File: src/sv/gbsfh_pkg.sv
// Shared types, constants and helper functions of the group-by-size fill histogram.
// Depends on nothing; every other file of the block refers to it by scoped names.
package gbsfh_pkg;

   localparam int MAX_GROUPS = 64;
   localparam int SLOT_W     = $clog2(MAX_GROUPS);
   localparam int USED_W     = SLOT_W + 1;
   localparam int NUM_BINS   = 10;
   localparam int LAST_BIN   = NUM_BINS - 1;
   localparam int BIN_W      = 4;
   localparam int BIN_ADDR_W = $clog2(MAX_GROUPS * NUM_BINS);
   localparam int KEY_W      = 8;
   localparam int COUNT_W    = 16;
   localparam int FILL_W     = 17;
   localparam int FRAC_W     = 16;
   localparam int OP_W       = 2;

   localparam logic [OP_W-1:0] OP_ADD   = 2'd0;
   localparam logic [OP_W-1:0] OP_READ  = 2'd1;
   localparam logic [OP_W-1:0] OP_CLEAR = 2'd2;
   localparam logic [OP_W-1:0] OP_NONE  = 2'd3;

   localparam logic [OP_W-1:0] KIND_ADD   = 2'd0;
   localparam logic [OP_W-1:0] KIND_READ  = 2'd1;
   localparam logic [OP_W-1:0] KIND_CLEAR = 2'd2;

   typedef struct packed {
      logic [OP_W-1:0]   opcode;
      logic [KEY_W-1:0]  item_width;
      logic [KEY_W-1:0]  item_height;
      logic [FILL_W-1:0] fill_fraction;
      logic [SLOT_W-1:0] entry_index;
   } req_word_type;

   typedef struct packed {
      logic [OP_W-1:0]    result_kind;
      logic [SLOT_W-1:0]  group_slot;
      logic               is_new_group;
      logic               table_full;
      logic [KEY_W-1:0]   group_width;
      logic [KEY_W-1:0]   group_height;
      logic [COUNT_W-1:0] group_total;
      logic [BIN_W-1:0]   bin_number;
      logic [COUNT_W-1:0] bin_total;
      logic [USED_W-1:0]  groups_used;
      logic               entry_valid;
      logic               last_row;
   } rsp_word_type;

   typedef struct packed {
      logic [KEY_W-1:0]   key_width;
      logic [KEY_W-1:0]   key_height;
      logic [COUNT_W-1:0] count;
   } entry_word_type;

   typedef struct packed {
      logic              rd_en;
      logic              wr_en;
      logic [SLOT_W-1:0] addr;
      entry_word_type    wdata;
   } entry_cmd_type;

   typedef struct packed {
      logic                  rd_en;
      logic                  wr_en;
      logic [BIN_ADDR_W-1:0] addr;
      logic [COUNT_W-1:0]    wdata;
   } bin_cmd_type;

   function automatic logic [COUNT_W-1:0] sat_inc(input logic [COUNT_W-1:0] v);
      return (v == {COUNT_W{1'b1}}) ? v : v + 1'b1;
   endfunction

   // min(9, floor(10 * fill)) with fill in unsigned 1.16 form
   function automatic logic [BIN_W-1:0] fill_bin(input logic [FILL_W-1:0] fill);
      logic [FILL_W+3:0] scaled;
      logic [4:0]        whole;
      scaled = ({4'b0000, fill} << 3) + ({4'b0000, fill} << 1);
      whole  = scaled[FILL_W+3:FRAC_W];
      return (whole > 5'(LAST_BIN)) ? BIN_W'(LAST_BIN) : whole[BIN_W-1:0];
   endfunction

   // first bin address of a slot: slot * 10
   function automatic logic [BIN_ADDR_W-1:0] bin_base(input logic [SLOT_W-1:0] slot);
      return (BIN_ADDR_W'(slot) << 3) + (BIN_ADDR_W'(slot) << 1);
   endfunction

endpackage

File: src/sv/gbsfh_entry_ram.sv
// Entry memory: key and group count of every slot, one port, registered read.
// Depends on gbsfh_pkg.
module gbsfh_entry_ram (
   input  logic                      clock,
   input  gbsfh_pkg::entry_cmd_type  cmd,
   output gbsfh_pkg::entry_word_type rd_data
);
   gbsfh_pkg::entry_word_type mem [gbsfh_pkg::MAX_GROUPS];
   gbsfh_pkg::entry_word_type rd_data_ff;

   always_ff @(posedge clock) begin
      if (cmd.wr_en) begin
         mem[cmd.addr] <= cmd.wdata;
      end
      // hold the last read word until the next read
      if (cmd.rd_en) begin
         rd_data_ff <= mem[cmd.addr];
      end
   end

   assign rd_data = rd_data_ff;
endmodule

File: config.mk
export PLATFORM = sky130hd
export DESIGN_NAME = gbsfh_entry_ram
export DESIGN_NICKNAME = d
export VERILOG_FILES = /design/src/sv/gbsfh_pkg.sv /design/src/sv/gbsfh_entry_ram.sv
export SDC_FILE = /design/constraint.sdc
export NUM_CORES = 2
export LEC_CHECK = 0
export BUFFER_PORTS_ARGS = -buffer_cell sky130_fd_sc_hd__buf_2
export CORE_AREA = 4 4 569 571
export DETAILED_ROUTE_END_ITERATION = 8
export DIE_AREA = 0 0 573 575
export PLACE_DENSITY = 0.43
export RECOVER_POWER = 50
export SYNTH_ARGS = -nofsm -noshare
export SYNTH_HDL_FRONTEND = slang
export SYNTH_SLANG_ARGS = --single-unit
File: constraint.sdc
create_clock -name clock -period 11.58 [get_ports clock]
set_clock_uncertainty 0.15 [all_clocks]
set_input_delay 1.158 -clock clock [delete_from_list [all_inputs] [get_ports clock]]
set_output_delay 1.158 -clock clock [all_outputs]
set_load 0.005 [all_outputs]
==> metrics <==
run status complete, but fails checks; violations in the final reports max-capacitance violations, max-slew violations; worst vdd rail ir drop 0.000117 V; Syn-to-layout area delta 15.7%; number of fill cells in the layout 31300; TritonCTS clock tree yes; final weighted congestion in routability-driven placement 0.773; clock latency on the worst-skew pair 0.87 ns; placed instance count 8352; die height 575 um; Seq/Total Area, Yosys 78.8%; WP data arrival 5.64 ns; endpoint required time on the critical path 12.01 ns; post-layout min period 5.21 ns; final hold slack 0.533 ns; number of standard cells after synthesis 4239; setup repair after global routing missed its margin no; area share of the largest cell type after synthesis 78.8%; measured slew at the worst slew-check pin 3.87 ns; wire length of the first global-routing pass 350000 um; most common flop cell mapped by yosys edfxtp_1; clock tree sinks 2080; Max Fclk 192 MHz; critical path class in2reg; number of nets at the end of the flow 4432; Top Ports 73; share of cells above drive strength 1 17.3%; number of flops mapped to enable cells by yosys 2080; maximum capacitance violations 33; peak fanout along the critical path 80; area of the mapped netlist 79200 um2; Crit. End Element register; Post-Layout Inst Area 91700 um2; warnings from Yosys 0; startpoint type of the worst setup path primary input; starting density of the core 24.9%; PortBufs 72; pin count of the biggest net entering global routing 132; sum of negative setup slack 0 ns; async set or reset register ratio after synthesis 0%; area occupied by multi-input gates 16100 um2; total global routing overflow 0; Clock Tree Buf Depth 4; fin crit share 45.0%; most used standard cell by instance count after synthesis edfxtp_1; hold-fix buffer count after cts 0; antenna violations before repair 19; number of detailed-route iterations in the first pass 5; die area 329000 um2; root buffer cell clkbuf_16; worst slew margin relative to its limit -158%; vias 42600; register area 62500 um2; clk slew on worst S/H paths 0.06 ns; Power Density 171 nW/um2; biggest area contributors in the synthesized netlist edfxtp_1, mux2i_1, mux4_2; via count of the first global-routing pass 42800; global-route usage over all layers 14.7%; setup violators final 0; clock buffers created by TritonCTS 217; Post-Syn Area per Cell 18.7 um2; number of vias per cell after detailed routing 4.87; cts repair resizes 0; antenna-violating nets left 0; Core ar. 318000 um2; top post-synthesis cells by count edfxtp_1, mux2i_1, a22oi_1, a221oi_1, clkbuf_1; average wire length per cell after detail routing 28.7 um; flip-flop and latch count after synthesis 2080; post-detailed-placement cell area 85400 um2; cell type with the highest occurrence count on the critical path buf_4; type of the tightest min-delay check reg2reg; standby leakage power 28.4 nW; total count of max-transition violations in the final report 2115; number of endpoints with negative hold slack in the final report 0; Buf/Inv on CP 5; cell with the largest stage delay on the worst path a2111oi_0; number of setup buffers added after CTS 0; die width 573 um; category of cells accounting for the largest share of critical-path delay buffers and inverters; Detailed Route WL 251000 um; Critical Path Max Stage Delay 1.09 ns; cell type with the largest total area after synthesis edfxtp_1; DRC Markers 0; post-synth cell types 55; number of nets in the synthesized netlist 4280; Initial DRC Count 4324; critical path, cell by cell buf_8 > buf_12 > nor2_4 > buf_4 > buf_4 > a22o_1 > o21ai_0 > nand3_1 > a2111oi_0 > buf_4 > nand3_1; non-filler instance count after layout 8738; number of rows created at floorplan 207; DPL Wire Length 138000 um; H-tree levels 4
-- path summary, 6_finish.rpt --
| check | slack, ns | from | cells past startpoint | endpoint |
|---|---|---|---|---|
| max | 6.37 | cmd[34] | 11 | rd_data[16] |
| min | 0.53 | mem[32][25] | 3 | rd_data[25] |
| min reg2reg | 0.53 | mem[32][25] | 3 | rd_data[25] |
| max reg2reg | 8.20 | mem[23][4] | 6 | rd_data[4] |
-- layer usage --
layer | up-vias | GRT usage [%] | wire (um)
met5 | - | 0 | 21
met4 | 4 | 3.51 | 6010
met3 | 306 | 2.08 | 13200
met2 | 1299 | 23.5 | 117000
met1 | 23000 | 21.0 | 115000
li1 | 18000 | - | -
-- power by group --
part / switching (mW) / internal (mW)
Clock: 2.87 / 3.57
Sequential: 0.0313 / 8.38
Combinational: 0.579 / 0.228
Total: 3.48 / 12.2
-- through the flow --
| stage | setup slack (ns) | util (%) | power (mW) |
|---|---|---|---|
| after global placement | 5.54 | 26.9 | 9.37 |
| after global routing | 6.12 | 28.8 | 16.2 |
| final | 6.37 | 28.8 | 15.7 |
| after CTS | 6.39 | 28.9 | 15.8 |
| after floorplan | 7.03 | - | 8.93 |
| after detailed placement | 5.47 | 26.9 | 9.38 |
-- logic make-up (layout without fill, tap and decap cells) --
| group | after synthesis | after routing | share of synthesized area [%] |
|---|---|---|---|
| buf+inv | 300 | 611 | 1.68 |
| compound gates | 933 | 933 | 8.63 |
| simple gates | 424 | 424 | 2.79 |
| mux | 502 | 502 | 8.09 |
| other cells | 0 | 8 | 0 |
| flops | 2080 | 2080 | 78.8 |
-- registers in the layout, summed over array words and instances (netlist names) --
| name | cells |
|---|---|
| mem | 2048 |
| rd_data | 32 |
-- worst register-to-register path: cells and delay by family (launching register included) --
kind                   cells  cell delay, ns
AO/OA/AOI/OAI              2            1.33
buffers and inverters      1            0.25
flip-flops                 1            0.36
AND/OR/NAND/NOR            3            1.00
-- final cells by class --
cell class	count	area share [%]
Inverter	2	0.0164
Sequential cell	2080	68.1
Tap cell	4180	5.71
Timing Repair Buffer	231	1.65
Antenna cell	8	0.0218
Clock inverter	112	0.748
Clock buffer	266	6.17
Multi-Input combinational cell	1859	17.5
-- cells in the final DEF, fill, tap and decap left out, types with 8 or more instances in the layout --
cell,instances
a22oi_1,188
buf_4,121
a2111oi_0,13
buf_2,50
edfxtp_1,2080
or4_1,15
clkinv_2,41
and3_1,85
nand3_1,53
nor2_1,76
mux2_2,147
a221o_1,15
nor2_4,68
a222oi_1,16
nand2_1,27
nor3_1,19
a221oi_1,175
clkbuf_1,98
a21oi_1,121
or4b_1,14
diode_2,8
a211oi_1,17
a22o_1,66
mux2i_1,259
a31oi_1,43
o21ai_0,84
clkbuf_16,219
o22a_1,70
nand2b_1,15
nor4_1,14
o22ai_1,93
mux4_2,96
o2bb2ai_1,15
clkinv_1,59
No activity file was read; power rests on OpenSTA's default activity.
